## src/sv/dits_pkg.sv

```systemverilog
// Shared types and codes for the display init table sequencer.
`timescale 1ns / 1ps

package dits_pkg;

  localparam logic [1:0] KIND_WORD      = 2'd0;
  localparam logic [1:0] KIND_FRAME_END = 2'd1;
  localparam logic [1:0] KIND_WAIT      = 2'd2;

  localparam logic [6:0] COUNT_MASK = 7'h7F;
  localparam int         DELAY_BIT  = 7;

  localparam int QUEUE_DEPTH = 2;
  localparam int QUEUE_AW    = $clog2(QUEUE_DEPTH);

  typedef enum logic [3:0] {
    PH_CMD   = 4'b0001,
    PH_LEN   = 4'b0010,
    PH_DATA  = 4'b0100,
    PH_DELAY = 4'b1000
  } phase_t;

  typedef struct packed {
    logic [1:0] kind;
    logic       dc;
    logic [7:0] value;
    logic       end_follows;
  } job_t;

  typedef struct packed {
    logic full;
    logic empty;
  } queue_status_t;

endpackage

```

## src/sv/dits_front.sv

```systemverilog
// Front end: parses table bytes into send jobs.
`timescale 1ns / 1ps

module dits_front (
  input  logic               clk,
  input  logic               rst,
  input  logic               in_valid,
  input  logic               accept,
  input  logic [7:0]         table_byte,
  input  logic               table_end,
  output logic               push,
  output dits_pkg::job_t     job
);

  dits_pkg::phase_t phase;
  dits_pkg::phase_t phase_next;
  logic [7:0] held_command;
  logic [6:0] bytes_left;
  logic [6:0] bytes_left_next;
  logic       delay_follows;
  logic       delay_follows_next;
  logic       push_raw;
  logic [6:0] dec_left;

  assign dec_left = bytes_left - 7'd1;

  always_comb begin
    phase_next         = phase;
    bytes_left_next    = bytes_left;
    delay_follows_next = delay_follows;
    push_raw           = 1'b0;
    job                = '0;
    case (phase)
      dits_pkg::PH_CMD: begin
        phase_next = table_end ? dits_pkg::PH_CMD : dits_pkg::PH_LEN;
      end
      dits_pkg::PH_LEN: begin
        push_raw           = 1'b1;
        job.kind           = dits_pkg::KIND_WORD;
        job.dc             = 1'b0;
        job.value          = held_command;
        bytes_left_next    = table_byte[6:0] & dits_pkg::COUNT_MASK;
        delay_follows_next = table_byte[dits_pkg::DELAY_BIT];
        if (bytes_left_next == 7'd0) begin
          job.end_follows = 1'b1;
          phase_next = (delay_follows_next && !table_end) ? dits_pkg::PH_DELAY
                                                          : dits_pkg::PH_CMD;
        end else if (table_end) begin
          job.end_follows = 1'b1;
          phase_next      = dits_pkg::PH_CMD;
        end else begin
          phase_next = dits_pkg::PH_DATA;
        end
      end
      dits_pkg::PH_DATA: begin
        push_raw        = 1'b1;
        job.kind        = dits_pkg::KIND_WORD;
        job.dc          = 1'b1;
        job.value       = table_byte;
        bytes_left_next = dec_left;
        if (dec_left == 7'd0) begin
          job.end_follows = 1'b1;
          phase_next = (delay_follows && !table_end) ? dits_pkg::PH_DELAY
                                                     : dits_pkg::PH_CMD;
        end else if (table_end) begin
          job.end_follows = 1'b1;
          phase_next      = dits_pkg::PH_CMD;
        end
      end
      dits_pkg::PH_DELAY: begin
        push_raw   = (table_byte != 8'd0);
        job.kind   = dits_pkg::KIND_WAIT;
        job.value  = table_byte;
        phase_next = dits_pkg::PH_CMD;
      end
      default: begin
        phase_next = dits_pkg::PH_CMD;
      end
    endcase
  end

  assign push = accept && push_raw;

  always_ff @(posedge clk) begin
    if (rst) begin
      phase         <= dits_pkg::PH_CMD;
      bytes_left    <= 7'd0;
      delay_follows <= 1'b0;
      held_command  <= 8'd0;
    end else if (accept) begin
      phase         <= phase_next;
      bytes_left    <= bytes_left_next;
      delay_follows <= delay_follows_next;
      if (phase == dits_pkg::PH_CMD) begin
        held_command <= table_byte;
      end
    end
  end

`ifndef NO_ASSERTIONS
  a_accept_valid: assert property (@(posedge clk) disable iff (rst)
    accept |-> in_valid)
    else $error("front: accept without valid");
`endif

endmodule

```

## src/sv/dits_queue.sv

```systemverilog
// Short job queue between the parser and the output sequencer.
`timescale 1ns / 1ps

module dits_queue (
  input  logic                    clk,
  input  logic                    rst,
  input  logic                    push,
  input  dits_pkg::job_t          push_job,
  input  logic                    pop,
  output dits_pkg::job_t          head,
  output dits_pkg::queue_status_t status
);

  dits_pkg::job_t entries [dits_pkg::QUEUE_DEPTH];
  logic [dits_pkg::QUEUE_AW-1:0] wr_ptr;
  logic [dits_pkg::QUEUE_AW-1:0] rd_ptr;
  logic [dits_pkg::QUEUE_AW:0]   count;
  logic                          do_push;
  logic                          do_pop;

  assign status.full  = (count == (dits_pkg::QUEUE_AW + 1)'(dits_pkg::QUEUE_DEPTH));
  assign status.empty = (count == '0);
  assign do_push      = push && !status.full;
  assign do_pop       = pop && !status.empty;
  assign head         = entries[rd_ptr];

  always_ff @(posedge clk) begin
    if (do_push) begin
      entries[wr_ptr] <= push_job;
    end
  end

  always_ff @(posedge clk) begin
    if (rst) begin
      wr_ptr <= '0;
      rd_ptr <= '0;
      count  <= '0;
    end else begin
      if (do_push) begin
        wr_ptr <= wr_ptr + 1'b1;
      end
      if (do_pop) begin
        rd_ptr <= rd_ptr + 1'b1;
      end
      case ({do_push, do_pop})
        2'b10:   count <= count + 1'b1;
        2'b01:   count <= count - 1'b1;
        default: count <= count;
      endcase
    end
  end

endmodule

```

## src/sv/dits_back.sv

```systemverilog
// Back end: expands queued jobs into output transactions.
`timescale 1ns / 1ps

module dits_back (
  input  logic                    clk,
  input  logic                    rst,
  input  dits_pkg::job_t          head,
  input  dits_pkg::queue_status_t status,
  output logic                    pop,
  output logic                    out_valid,
  input  logic                    out_stall,
  output logic [1:0]              kind,
  output logic                    dc,
  output logic [7:0]              value,
  output logic                    last
);

  logic pend_end;
  logic load;

  assign load = !out_valid || !out_stall;
  assign pop  = load && !pend_end && !status.empty;

  always_ff @(posedge clk) begin
    if (rst) begin
      out_valid <= 1'b0;
      pend_end  <= 1'b0;
    end else if (load) begin
      if (pend_end) begin
        out_valid <= 1'b1;
        pend_end  <= 1'b0;
      end else if (!status.empty) begin
        out_valid <= 1'b1;
        pend_end  <= head.end_follows;
      end else begin
        out_valid <= 1'b0;
      end
    end
  end

  always_ff @(posedge clk) begin
    if (load) begin
      if (pend_end) begin
        kind  <= dits_pkg::KIND_FRAME_END;
        dc    <= 1'b0;
        value <= 8'd0;
        last  <= 1'b1;
      end else begin
        kind  <= head.kind;
        dc    <= head.dc;
        value <= head.value;
        last  <= !head.end_follows;
      end
    end
  end

`ifndef NO_ASSERTIONS
  a_end_is_last: assert property (@(posedge clk) disable iff (rst)
    (out_valid && (kind == dits_pkg::KIND_FRAME_END || kind == dits_pkg::KIND_WAIT))
      |-> last)
    else $error("back: frame end or wait not marked last");
  a_pend_needs_word: assert property (@(posedge clk) disable iff (rst)
    pend_end |-> (out_valid && kind == dits_pkg::KIND_WORD && !last))
    else $error("back: pending frame end without a leading word");
  a_no_pop_when_pending: assert property (@(posedge clk) disable iff (rst)
    pend_end |-> !pop)
    else $error("back: job taken while frame end pending");
`endif

endmodule

```

## src/sv/display_init_table_sequencer.sv

```systemverilog
// Top level of the display init table sequencer.
//
//   channel  | valid     | stall     | payload
//   ---------+-----------+-----------+---------------------------------
//   input    | in_valid  | in_stall  | table_byte, table_end
//   output   | out_valid | out_stall | kind, dc, value, last
//
// A byte is taken every cycle while the two-entry job queue has room.
// Each byte yields at most two transactions, one per cycle at the output
// while out_stall is low, so the output port sets the sustained byte rate.
// out_valid rises once a job has passed the queue and the output register.
// rst is synchronous; it clears the parser phase, the queue and the output stage.
// Output stall backs up the queue, which then raises in_stall.
`timescale 1ns / 1ps

module display_init_table_sequencer (
  input  logic       clk,
  input  logic       rst,
  input  logic       in_valid,
  output logic       in_stall,
  input  logic [7:0] table_byte,
  input  logic       table_end,
  output logic       out_valid,
  input  logic       out_stall,
  output logic [1:0] kind,
  output logic       dc,
  output logic [7:0] value,
  output logic       last
);

  dits_pkg::job_t          push_job;
  dits_pkg::job_t          head;
  dits_pkg::queue_status_t status;
  logic                    push;
  logic                    pop;
  logic                    accept;

  assign in_stall = status.full;
  assign accept   = in_valid && !in_stall;

  dits_front u_front (
    .clk        (clk),
    .rst        (rst),
    .in_valid   (in_valid),
    .accept     (accept),
    .table_byte (table_byte),
    .table_end  (table_end),
    .push       (push),
    .job        (push_job)
  );

  dits_queue u_queue (
    .clk      (clk),
    .rst      (rst),
    .push     (push),
    .push_job (push_job),
    .pop      (pop),
    .head     (head),
    .status   (status)
  );

  dits_back u_back (
    .clk       (clk),
    .rst       (rst),
    .head      (head),
    .status    (status),
    .pop       (pop),
    .out_valid (out_valid),
    .out_stall (out_stall),
    .kind      (kind),
    .dc        (dc),
    .value     (value),
    .last      (last)
  );

endmodule

```

## config.mk

```make
export PLATFORM = sky130hd
export DESIGN_NAME = display_init_table_sequencer
export DESIGN_NICKNAME = d
export VERILOG_FILES = /design/src/sv/dits_pkg.sv /design/src/sv/dits_front.sv /design/src/sv/dits_queue.sv /design/src/sv/dits_back.sv /design/src/sv/display_init_table_sequencer.sv
export SDC_FILE = /design/constraint.sdc
export NUM_CORES = 1
export LEC_CHECK = 0
export ABC_AREA = 1
export BUFFER_PORTS_ARGS = -buffer_cell sky130_fd_sc_hd__buf_2
export CAP_MARGIN = 5
export CORE_UTILIZATION = 40
export CTS_CLUSTER_DIAMETER = 120
export DETAILED_ROUTE_END_ITERATION = 8
export PLACE_DENSITY_LB_ADDON = 0.08
export SLEW_MARGIN = 30
export SYNTH_ARGS = -nofsm -noshare
export SYNTH_HDL_FRONTEND = slang
export SYNTH_SLANG_ARGS = --single-unit
```

## constraint.sdc

```tcl
create_clock -name clk -period 2.8 [get_ports clk]
set_clock_uncertainty 0.2 [all_clocks]
set_input_delay 0 -clock clk [delete_from_list [all_inputs] [get_ports clk]]
set_output_delay 0 -clock clk [all_outputs]
set_load 0.03 [all_outputs]
```

# Word-level counts from Yosys, hierarchy flattened
# Memories as Yosys holds them, arrays and structs flattened. A register that Yosys moved wholly into a read port is not among the register bits.
# Index checks and enable logic that the tools add are counted.
# totals
output_inout_bits	14
reg_bits	38
in_bits	13
mem_bits_rw	24
word_cells	81
mem_count	1
# memory_table
name	words	width	rd	rd_ports_with_merged_regs	write_ports	line_no	text
u_queue.entries	2	12	1	1	1	dits_queue.sv:14	dits_pkg::job_t entries [dits_pkg::QUEUE_DEPTH];
# op_classes
n_reduce_logical	28
n_eq_ne	8
n_mux	26
addsub	5
# op_table
op	n
two-way mux 4 bit	5
case mux 8 bit (2 select lines)	1
zero test 7 bit	2
case mux 7 bit (2 select lines)	1
two-way mux 1 bit	12
case mux 4 bit (3 select lines)	1
logical AND 1 bit	8
AND reduction 2 bit	4
nonzero test 8 bit	1
zero test 1 bit	7
subtractor 7 x 1 -> 7 bit (second input constant)	1
equality test 2 bit (second input constant)	2
equality test 4 x 1 -> 1 bit (second input constant)	1
equality test 4 x 2 -> 1 bit (second input constant)	1
equality test 4 x 3 -> 1 bit (second input constant)	1
equality test 4 bit (second input constant)	1
two-way mux 2 bit	2
case mux 1 bit (2 select lines)	2
case mux 2 bit (2 select lines)	1
nonzero test 2 bit	2
OR reduction 2 bit	2
two-way mux 3 bit	1
inequality test 3 x 2 -> 1 bit (second input constant)	1
adder 1 bit (second input constant)	2
5 further kinds	5

# Depth between registers and ports, before layout
# Gate-level depths: netlist of run 1.
# depth
depth_word	7
mapped_depth	14
mapped_depth_nobuf	14

# Modules after synthesis
# Synthesis of run 1 repeated with hierarchy kept, for this count alone.
# hier_totals
hier_cells	335
area_unflattened_um2	2989.1
# by_module_without_submodules
module	seq_area_each_um2	area_per_inst_um2	instances	cells_per_inst
dits_front	400.4	1300.0	1	208
dits_queue	820.8	1139.8	1	77
dits_back	400.4	539.3	1	48
display_init_table_sequencer	0.0	10.0	1	2

# Worst setup path before layout of run 1
# Ideal clock, no wire load.
# synth_timing
kind	reg-to-reg
from	register u_queue.count[1] (netlist name)
to	register u_queue.count[1] (netlist name)
arrival_time_ns	1.867
period_less_slack_ns	2.136
n_path_buf	1
setup_slack_ns	0.664
setup_time_ns	0.070
t_required_ns	2.530
path_stages_with_launch	13
path_cell_list	dfxtp_1 > inv_1 > nor2_2 > nor2_4 > nand2_1 > buf_2 > nand2_1 > inv_1 > ha_1 > a21oi_1 > o21a_1 > o21ai_0 > a21oi_1
# synth_between
elab_chain_cells	7
elab_cells_between_ends	15
classes_between	add/sub: 2; eq/ne: 3; mux: 1; reduce/logical: 9
# synth_lines
element	line_no	text
from (decl)	dits_queue.sv:17	logic [dits_pkg::QUEUE_AW:0] count;
from (signal assigned)	dits_queue.sv:46	2'b10: count <= count + 1'b1;
from (signal assigned)	dits_queue.sv:47	2'b01: count <= count - 1'b1;
from (signal assigned)	dits_queue.sv:48	default: count <= count;
equality test 2 bit (*)	dits_queue.sv:21	assign status.full = (count == (dits_pkg::QUEUE_AW + 1)'(dits_pkg::QUEUE_DEPTH));
named net in_stall	display_init_table_sequencer.sv:20	output logic in_stall,
zero test 1 bit (*)	dits_queue.sv:23, display_init_table_sequencer.sv:39	
logical AND 1 bit	display_init_table_sequencer.sv:39	assign accept = in_valid && !in_stall;
logical AND 1 bit	dits_front.sv:82	assign push = accept && push_raw;
logical AND 1 bit (*)	dits_queue.sv:23	assign do_push = push && !status.full;
equality test 2 x 1 -> 1 bit or equality test 2 bit (tied branches)	dits_queue.sv:45	case ({do_push, do_pop})
case mux 2 bit (2 select lines) or nonzero test 2 bit (tied branches)	-	
# The timed path passes the listed nets; every way through them passes the cells marked *.
# A chain may end at the register's enable or synchronous reset.

# Worst setup path after layout of run 1
# layout_timing
from	input table_byte[2]
to	register u_front.phase[2]
# layout_between
elab_chain_cells	3
# layout_lines
element	line_no	text
from (decl)	display_init_table_sequencer.sv:21	input logic [7:0] table_byte,
zero test 7 bit	dits_front.sv:44	if (bytes_left_next == 7'd0) begin
two-way mux 4 bit	dits_front.sv:44	
case mux 4 bit (3 select lines)	dits_front.sv:33	case (phase)
to (signal assigned)	dits_front.sv:86	phase <= dits_pkg::PH_CMD;
to (signal assigned)	dits_front.sv:91	phase <= phase_next;
to (decl)	dits_front.sv:15	dits_pkg::phase_t phase;
# No other way between the ends.

==> summary.txt, run 1 <==
Run status
  – Status: complete, but fails checks
  – Failing checks: design-rule violations

Setup path
  – Slowest CP cell: dlygate4sd3_1
  – Crit path launch type: input port
  – WP data required: 2.82 ns
  – Critical path arrival: roughly 2.6 ns
  – CP endpoint kind: register
  – CP peak stage delay: 0.58 ns
  – Setup CP Type: in -> reg
  – CP cell instances: dlygate4sd3_1 -> buf_2 -> inv_1 -> nand4_1 -> nor4_1 -> nor2_1 -> dlygate4sd3_1 -> nand2_1 -> a21oi_1 -> dlygate4sd3_1
  – Most used cell, CP: dlygate4sd3_1
  – Worst-path fanout max: 3

Final layout
  – Final antenna diode count: 0
  – Final nets: 374
  – Fillers: 631
  – Fin area: 3340 um2
  – Multi-input gate area: 1010 um2
  – Syn-to-layout area delta: 21.1%
  – Layout cell share with drive strength beyond 1: 0.174
  – Register area: about 1600 um2

Synthesis
  – Post-synth top area share: 0.371
  – Synth area leaders: edfxtp_1 (37%), dfxtp_1 (20%), nand2_1 (7.5%), o21ai_0 (6.2%), nor2_1 (5.9%)
  – YS warnings: 0
  – #FFs+latches synth: 61
  – Main flop type after synthesis: edfxtp_1
  – Post-Syn Instances: roughly 310
  – Async SR Flop Fraction: 0
  – Most frequent cell after synthesis: nand2_1
  – Post-synth top area cell: edfxtp_1
  – Syn Nets: 325
  – Synth cell types: 30
  – EDFF count, synth: 34
  – Avg Synthesized Cell Area: between 8 and 9 um2
  – Cell Area, Synth: 2750 um2
  – Top cells by count, synth: nand2_1 (55), nor2_1 (43), edfxtp_1 (34), inv_1 (34), o21ai_0 (34)
  – Sequential area share after synthesis: 0.567

Drt
  – # DRC: 1
  – Vias/cell: 4.95
  – Total number of vias: 2176
  – Met3 WL: ~230 um
  – Final ANT Viol Nets: 0
  – Met2 wire length: about 2800 um
  – Pre-antenna DRT Iters: 9
  – Wl on met1: 2720 um
  – WL per Instance: ~13 um
  – Top sig layer: met4
  – Routed wire length: between 5000 and 6000 um
  – DRT iter0 DRCs: 126

Timing
  – Relative slew slack: 0.640
  – Worst slew pin tran: ~0.54 ns
  – Min Tclk post-route: 2.62 ns
  – Final period util: 0.934
  – Setup tns final: 0 ns
  – Fin worst setup slack: between 0.15 and 0.2 ns
  – Fmax: 382 MHz
  – Pins Over Slew Limit: 0
  – Hold Slack: roughly 0.25 ns
  – Final setup viols: 0
  – Unrepaired setup endpoints after global routing: false
  – Final Hold Viols: 0

Clocking
  – Clock sinks: 61
  – Clock slew at reported path FFs: ~0.07 ns
  – H-Tree Depth: 3
  – Post-CTS Setup Inserts: 0
  – Longest Clk Path Bufs: 2
  – Clk_lat worst skew: between 0.3 and 0.4 ns
  – Root buffer cell: clkbuf_8
  – Num CTS Buffers: 9
  – TritonCTS clock tree: built
  – PostCTS Resize Cnt: 0
  – Cts hold-fix bufs: 16

Floorplanning
  – Io pins: 27
  – Area of the core: approximately 6500 um2
  – Row cnt: 29
  – Initial core utilization: 0.424
  – Die W: approximately 85 um
  – Die H: 85.0 um
  – Area of the die: around 7200 um2

Flow run
  – Max Cap Violations: 0

Power
  – VDD IR max: 0.250 mV
  – Total leakage power: around 0.0014 uW
  – Ratio of total power to cell area: 804 nW/um2
  – Power, Total: 2680 uW

Placed design
  – # port buffers: 26
  – DPL Wire Length: slightly above 4000 um
  – Routability cong.: 0.818
  – Place WS: 0.582 ns
  – Placed inst area: 2970 um2

GRT
  – GRT overflow: 0
  – First-pass GRT wire length: 9540 um
  – Largest net degree at the start of global routing: 19
  – Antenna violations before repair: 0
  – Vias in the first global route: around 2000
  – Total track usage: 0.177

Hold path
  – Type of the worst min-delay path: reg -> reg
## layout by cell type, fill, tap and decap left out, types with 11 or more instances in the layout
| cell | n |
|---|---|
| o21ai_0 | 34 |
| clkbuf_8 | 11 |
| dfxtp_1 | 27 |
| a21oi_1 | 22 |
| edfxtp_1 | 34 |
| nand2_1 | 55 |
| nor2_1 | 43 |
| dlygate4sd3_1 | 16 |
| inv_1 | 34 |
| buf_2 | 26 |
## flip-flops by register name, indices dropped and copies added (netlist names), 2 cells and up, named ones only
name,count
u_queue.entries,22
u_back.kind,2
u_back.value,8
u_front.held_command,8
u_queue.count,2
u_front.bytes_left,7
u_front.phase,4
## worst max-delay path: cells and delay by family
family,cells,cell delay [ns]
compound gates,1,0.06
buf+inv,5,1.92
simple gates,4,0.65
## cells by family after synthesis
family                   Yosys count  synth area share
AO/OA/AOI/OAI                     68             0.134
adder cells (fa/ha/maj)            3            0.0136
buffers and inverters             46            0.0668
flip-flops                        61             0.567
AND/OR/NAND/NOR                  131             0.219
## stage by stage
stage	utilization	std cells
after floorplan	-	309
after global placement	0.458	408
after detailed placement	0.458	408
after CTS	0.514	440
after global routing	0.514	440
final	0.514	440
## report_power, final
group	switching, uW	leakage, uW	internal [uW]
combinational	492	0.000760	213
sequential	62.3	0.000542	1120
clock	337	0.000102	457
total	892	0.00140	1790
## layer usage
layer  vias up  GRT usage
met2        51      0.291
met4         0     0.0924
met1       974      0.219
met5         -          0
met3         9     0.0379
li1       1142          -
## area by class of cell
cell class	count	share of cell area
multi-input cells	202	0.302
repair buffers	47	0.0983
clock buffers	12	0.0465
flip-flops and latches	61	0.468
clock inverters	4	0.0143
inverters	37	0.0416
well taps	77	0.0289
## worst paths after layout
| check | startpoint | end | slack, ns | depth (start not counted) |
|---|---|---|---|---|
| hold / removal | u_queue.rd_ptr$_SDFFE_PP0P_ | register | 0.25 | 1 |
| setup reg to reg | u_front.bytes_left[0]$_SDFFE_PP0P_ | u_front.phase[1]$_SDFFE_PP0P_ | 0.21 | 14 |
| hold reg to reg | u_queue.rd_ptr$_SDFFE_PP0P_ | register | 0.25 | 1 |
| setup / recovery | table_byte[2] | u_front.phase[2]$_SDFFE_PP0P_ | 0.18 | 10 |
No activity file was read; power rests on OpenSTA's default activity.
==> run 2, diff against run 1 <==
--- a/config.mk
+++ b/config.mk
@@ -11,7 +11,7 @@
 export CORE_UTILIZATION = 40
 export CTS_CLUSTER_DIAMETER = 120
 export DETAILED_ROUTE_END_ITERATION = 8
-export PLACE_DENSITY_LB_ADDON = 0.08
+export PLACE_DENSITY = 0.61
 export SLEW_MARGIN = 30
 export SYNTH_ARGS = -nofsm -noshare
 export SYNTH_HDL_FRONTEND = slang
==> run 2 against run 1 <==
Compared with the run above: hold slack better by 0.0013 ns; non-clock buffer count shrank 3; fmax rose by 2.9%; the flow still finishes with violations (design-rule violations); final cell count decreased by 0.68%; largest power group unchanged; global-route usage fell by 0.22 points; clock power rose by 8.1%; critical endpoint is now u_front.phase[1]$_SDFFE_PP0P_.
==> summary.txt, run 2 (same netlist as run 1, synthesis figures left out) <==
Final layout
  – Largest Register: u_queue.entries
  – Layout cell share with drive strength beyond 1: 0.172
  – Fillers: ~610
  – Largest register FFs: 22
  – Final antenna diode count: 0
  – Final nets: 371
  – Fin area: 3320 um2
  – Top Registers: u_queue.entries (22), u_back.value (8), u_front.held_command (8)
  – Syn-to-layout area delta: 20.6%
  – Most common library cell in the layout ignoring fill and taps: nand2_1
  – Commonest non-fill, non-tap cells in the layout: nand2_1 (55), nor2_1 (43), inv_1 (34), o21ai_0 (34), edfxtp_1 (34)

GRT
  – Largest net degree at the start of global routing: 19
  – Vias in the first global route: 2043
  – First-pass GRT wire length: roughly 9600 um
  – Total track usage: 0.175
  – Antenna violations before repair: 0
  – GRT overflow: 0

Timing
  – Unrepaired setup endpoints after global routing: false
  – Pins Over Slew Limit: 0
  – Min Tclk post-route: roughly 2.5 ns
  – Fmax: ~390 MHz
  – Worst slew pin tran: 0.523 ns
  – Final period util: 0.908
  – Final Hold Viols: 0
  – Setup tns final: 0 ns
  – Relative slew slack: 0.651
  – Final setup viols: 0

Setup path
  – RR Endpoint: u_front.phase[1]$_SDFFE_PP0P_
  – R2R depth: 14
  – Critical path arrival: 2.58 ns
  – CP endpoint kind: register
  – Reg2reg setup slack: 0.26 ns
  – Reg2Reg Launch Point: u_front.bytes_left[0]$_SDFFE_PP0P_
  – WP data required: 2.83 ns
  – Crit path launch type: register
  – Worst-path fanout max: 7
  – Setup CP Type: reg -> reg

Clocking
  – Clock slew at reported path FFs: 0.07 ns
  – Longest Clk Path Bufs: 2
  – Root buffer cell: clkbuf_8
  – Clk_lat worst skew: 0.34 ns
  – H-Tree Depth: 3
  – Num CTS Buffers: 9
  – PostCTS Resize Cnt: 0
  – Post-CTS Setup Inserts: 0
  – TritonCTS clock tree: built
  – Clock sinks: 61

Hold path
  – Hold Path Stages: 0
  – Hold Crit Start: u_back.pend_end$_SDFFE_PP0N_
  – Hold Crit Endpoint: u_back.kind[0]$_SDFFCE_PP1N_
  – Type of the worst min-delay path: reg -> reg

Floorplanning
  – Die H: 85.0 um
  – Row cnt: 29
  – Area of the die: 7220 um2
  – Area of the core: 6490 um2
  – Die W: approximately 85 um
  – Io pins: 27
  – Initial core utilization: 0.424

Flow run
  – Max Cap Violations: 0

Drt
  – Vias/cell: 5.00
  – Final ANT Viol Nets: 0
  – Pre-antenna DRT Iters: 7
  – Total number of vias: 2187
  – WL per Instance: ~13 um
  – Routed wire length: approximately 5800 um
  – DRT iter0 DRCs: 195
  – # DRC: 2

Placed design
  – # port buffers: 26
  – Routability cong.: approximately 0.86
  – DPL Wire Length: between 3000 and 4000 um
  – Placed inst area: 2970 um2

Run status
  – Failing checks: design-rule violations
  – Status: complete, but fails checks

Power
  – Total leakage power: 0.00140 uW
  – Ratio of total power to cell area: 824 nW/um2
  – VDD IR max: 0.309 mV
-- run 2: changes by cell type in the layout (fill, tap and decap cells not counted), sizes merged --
| cell | previous run | this run |
|---|---|---|
| clkinvlp | 1 | 0 |
| dlygate4sd3 | 16 | 14 |
| clkinv | 3 | 5 |
| bufinv | 1 | 2 |
| buf | 31 | 30 |
| clkbuf | 12 | 10 |
-- run 2: report_power, final --
group / total, uW / leakage [uW] / switching [uW] / internal [uW]
Combinational: 679 / 0.000743 / 474 / 205
Sequential: 1200 / 0.000542 / 77.3 / 1120
Clock: 858 / 0.000110 / 357 / 501
-- run 2: per-stage QoR --
| stage | worst slack, ns | cells | hold WS (ns) | power [uW] | utilization |
|---|---|---|---|---|---|
| after floorplan | 0.664 | 309 | -0.0397 | 1710 | - |
| after global placement | 0.679 | 407 | 0.0900 | 1870 | 0.457 |
| after detailed placement | 0.580 | 407 | 0.0924 | 1880 | 0.457 |
| after CTS | 0.287 | 437 | 0.259 | 2750 | 0.511 |
| after global routing | 0.124 | 437 | 0.273 | 2890 | 0.511 |
| final | 0.256 | 437 | 0.255 | 2740 | 0.511 |
-- run 2: worst max-delay path by stage --
stage,depth (start not counted),to,from
6_report,14,u_front.phase[1]$_SDFFE_PP0P_,u_front.bytes_left[0]$_SDFFE_PP0P_
3_5_place_dp,11,u_queue.count[1]$_SDFFE_PP0P_,u_front.phase[2]$_SDFFE_PP0P_
3_3_place_gp,11,u_queue.count[1]$_SDFFE_PP0P_,u_front.phase[2]$_SDFFE_PP0P_
2_1_floorplan,12,u_queue.count[1]$_SDFFE_PP0P_,u_queue.count[1]$_SDFFE_PP0P_
5_1_grt,14,u_front.phase[1]$_SDFFE_PP0P_,u_front.bytes_left[0]$_SDFFE_PP0P_
4_1_cts,14,u_front.phase[1]$_SDFFE_PP0P_,u_front.bytes_left[0]$_SDFFE_PP0P_
-- run 2: timing repair --
action,in CTS,in global routing
hold endpoints to repair,42,0
hold buffers,14,0
endpoints found under the setup margin,0,0
-- run 2: metal layers --
layer / global-route usage / wire, um / up-vias
li1: - / - / 1135
met1: 0.233 / 2820 / 980
met2: 0.262 / 2570 / 62
met3: 0.0457 / 288 / 10
met4: 0.0909 / 113 / 0
met5: 0 / 0 / -
-- run 2: cell type report --
class                   instances  area (um2)  share of cell area
flip-flops and latches         61        1560               0.470
multi-input cells             202        1010               0.304
repair buffers                 44         300              0.0904
inverters                      37         139              0.0418
clock buffers                  10         128              0.0384
well taps                      77        96.3              0.0290
clock inverters                 6        87.6              0.0264
-- run 2: worst max-delay path: stages (launching register included) --
cell and delay [ns]:
dfxtp_1 0.32, inv_1 0.18, ha_1 0.31, inv_1 0.07
nand2_1 0.06, nand2_1 0.09, inv_2 0.06, nand3_2 0.08
nor2_4 0.11, nand3_2 0.09, nand2_2 0.10, nand2_4 0.08
nand2_1 0.06, a21oi_1 0.06, dlygate4sd3_1 0.55
==> run 3, diff against run 2 <==
--- a/config.mk
+++ b/config.mk
@@ -5,7 +5,6 @@
 export SDC_FILE = /design/constraint.sdc
 export NUM_CORES = 1
 export LEC_CHECK = 0
-export ABC_AREA = 1
 export BUFFER_PORTS_ARGS = -buffer_cell sky130_fd_sc_hd__buf_2
 export CAP_MARGIN = 5
 export CORE_UTILIZATION = 40
==> run 3 against run 2 <==
Compared with the run above: the flow now finishes without violations; area after synthesis increased by 1.8%; flip-flop and latch count did not move; global-route usage decreased by 1.7 points; die area up 1.8%; design area up 4.0%; combinational power shrank 23%; final cell count fell by 6.9%; critical endpoint is now u_front.held_command[4]$_SDFFE_PP0P_; largest cell class unchanged.
==> summary.txt, run 3 <==
Timing
  – Worst slew pin tran: about 0.63 ns
  – Setup tns final: 0 ns
  – Final Hold Viols: 0
  – Unrepaired setup endpoints after global routing: false
  – Hold Slack: 0.304 ns
  – Final period util: 0.935
  – Relative slew slack: 0.579
  – Min Tclk post-route: approximately 2.6 ns
  – Final setup viols: 0
  – Pins Over Slew Limit: 0
  – Fmax: 382 MHz

Synthesis
  – Simple-Gate Fraction of Synth Area: 0.174
  – Synth Area in XOR/XNOR: 0.0156
  – Most frequent cell after synthesis: nor2_1
  – Main flop type after synthesis: edfxtp_1
  – Largest family of logic cells by synthesized area: simple AND/OR/NAND/NOR gates
  – Post-Syn Instances: 259
  – YS warnings: 0
  – Async SR Flop Fraction: 0
  – #FFs+latches synth: 61
  – Synth Area in Compound Gates: 0.131
  – EDFF count, synth: 34
  – Top cells by count, synth: nor2_1 (45), edfxtp_1 (34), dfxtp_1 (27), mux2i_1 (20), a21oi_1 (16)
  – Post-synth top area share: 0.364
  – Sequential area share after synthesis: 0.557
  – Syn Nets: 275
  – Mux contribution to synthesized area: 0.0714
  – Synth cell types: between 50 and 60
  – Synth area leaders: edfxtp_1 (36%), dfxtp_1 (19%), mux2i_1 (7.1%), nor2_1 (6.0%), a21oi_1 (2.9%)
  – Avg Synthesized Cell Area: 10.8 um2
  – Cell Area, Synth: around 2800 um2
  – Post-synth top area cell: edfxtp_1
  – Synth Area in Adders: 0.0134

Floorplanning
  – Initial core utilization: 0.413
  – Die H: between 80 and 90 um
  – Die W: approximately 86 um
  – Row cnt: 30
  – Area of the core: 6790 um2
  – Io pins: 27
  – Area of the die: 7350 um2

GRT
  – GRT overflow: 0
  – Vias in the first global route: 1932
  – Total track usage: 0.158
  – Largest net degree at the start of global routing: 30
  – First-pass GRT wire length: between 8000 and 9000 um
  – Antenna violations before repair: 0

Placed design
  – Placed cells: 372
  – # port buffers: 26
  – DPL Wire Length: 3520 um
  – Routability cong.: between 0.8 and 0.9

Drt
  – Pre-antenna DRT Iters: 4
  – Final ANT Viol Nets: 0
  – Vias/cell: 5.08
  – Total number of vias: 2069
  – # DRC: 0
  – WL per Instance: 12.8 um
  – DRT iter0 DRCs: 93
  – Routed wire length: ~5200 um

Setup path
  – Setup CP Type: reg -> reg
  – WP data required: ~2.8 ns
  – Crit path launch type: register
  – CP endpoint kind: register
  – Slowest CP cell: or3_1
  – CP peak stage delay: 0.63 ns
  – CP cell instances: nand2b_2 -> nand2_1 -> or3_1 -> mux2i_1 -> nor2_1 -> dlygate4sd3_1
  – Worst-path fanout max: 9
  – Reg2reg setup slack: between 0.15 and 0.2 ns
  – Critical path arrival: 2.64 ns

Final layout
  – Finished Core Util: 0.508
  – Fillers: 625
  – Final nets: 322
  – Largest register FFs: 22
  – Layout cell share with drive strength beyond 1: 0.193
  – Final antenna diode count: 0
  – Syn-to-layout area delta: 23.2%
  – Commonest non-fill, non-tap cells in the layout: nor2_1 (45), edfxtp_1 (34), dfxtp_1 (27)
  – Top Registers: u_queue.entries (22), u_back.value (8), u_front.held_command (8)
  – Most common library cell in the layout ignoring fill and taps: nor2_1
  – Multi-input gate area: between 1000 and 1500 um2
  – Non-filler cells, final: 407
  – Register area: 1560 um2
  – Largest Register: u_queue.entries

Run status
  – Status: complete, no violations

Clocking
  – PostCTS Resize Cnt: 0
  – Root buffer cell: clkbuf_8
  – Clock slew at reported path FFs: 0.07 ns
  – Num CTS Buffers: 9
  – Clk_lat worst skew: 0.33 ns
  – H-Tree Depth: 3
  – Clock sinks: between 60 and 70
  – TritonCTS clock tree: built
  – Longest Clk Path Bufs: 2

Power
  – VDD IR max: 0.225 mV
  – Power, Total: 2610 uW
  – Total leakage power: 0.00133 uW
  – Ratio of total power to cell area: 755 nW/um2

Hold path
  – Type of the worst min-delay path: reg -> reg

Flow run
  – Max Cap Violations: 0
run 3: worst max-delay path, delay by kind of cell (launching register included):
| family | cells | cell delay (ns) |
|---|---|---|
| simple gates | 4 | 1.08 |
| buf+inv | 1 | 0.57 |
| flops | 1 | 0.39 |
| mux | 1 | 0.26 |
run 3: through the flow:
step	setup slack, ns	area, um2
floorplan	0.464	2800
global placement	0.392	3030
detailed placement	0.353	3030
CTS	0.224	3450
global route	0.0686	3450
finish	0.181	3450
run 3: cell type report:
type	count	share of cell area
clock buffer	9	0.0359
clock inverter	7	0.0330
inverter	8	0.0101
multi-input combinational	176	0.330
sequential	61	0.452
tap	96	0.0348
timing repair buffer	50	0.104
run 3: report_power, final:
group	internal [uW]	leakage [uW]	switching [uW]	total, uW
registers	1080	0.000547	85.2	1160
logic	208	0.000669	315	523
clock network	586	0.000113	336	922
total	1870	0.00133	736	2610
run 3: path summary, 6_finish.rpt:
kind	startpoint	end	depth (start not counted)
hold reg to reg	u_front.held_command[2]$_SDFFE_PP0P_	u_front.held_command[2]$_SDFFE_PP0P_	2
setup reg to reg	u_queue.count[0]$_SDFFE_PP0P_	u_front.held_command[4]$_SDFFE_PP0P_	6
hold / removal	u_front.held_command[2]$_SDFFE_PP0P_	u_front.held_command[2]$_SDFFE_PP0P_	2
setup / recovery	u_queue.count[0]$_SDFFE_PP0P_	u_front.held_command[4]$_SDFFE_PP0P_	6
run 3: layer usage:
metal,global-route usage,share of wire,routed length [um],vias up
met5,0,0,0,-
met1,0.198,0.47,2450,968
met2,0.257,0.48,2490,46
met3,0.0375,0.036,189,10
li1,-,-,-,1045
met4,0.0773,0.018,93,0
run 3: logic make-up (layout without fill, tap and decap cells):
| kind of cell | Yosys count | after routing |
|---|---|---|
| XOR/XNOR | 5 | 5 |
| buffers and inverters | 22 | 74 |
| adder cells (fa/ha/maj) | 3 | 3 |
| multiplexers | 20 | 20 |
| AO/OA/AOI/OAI | 53 | 53 |
| AND/OR/NAND/NOR | 95 | 95 |
| flip-flops | 61 | 61 |
run 3: timing repair:
action | in CTS | in global routing
setup buffers | 0 | 0
hold buffers | 19 | 0
endpoints found under the hold margin | 45 | 0
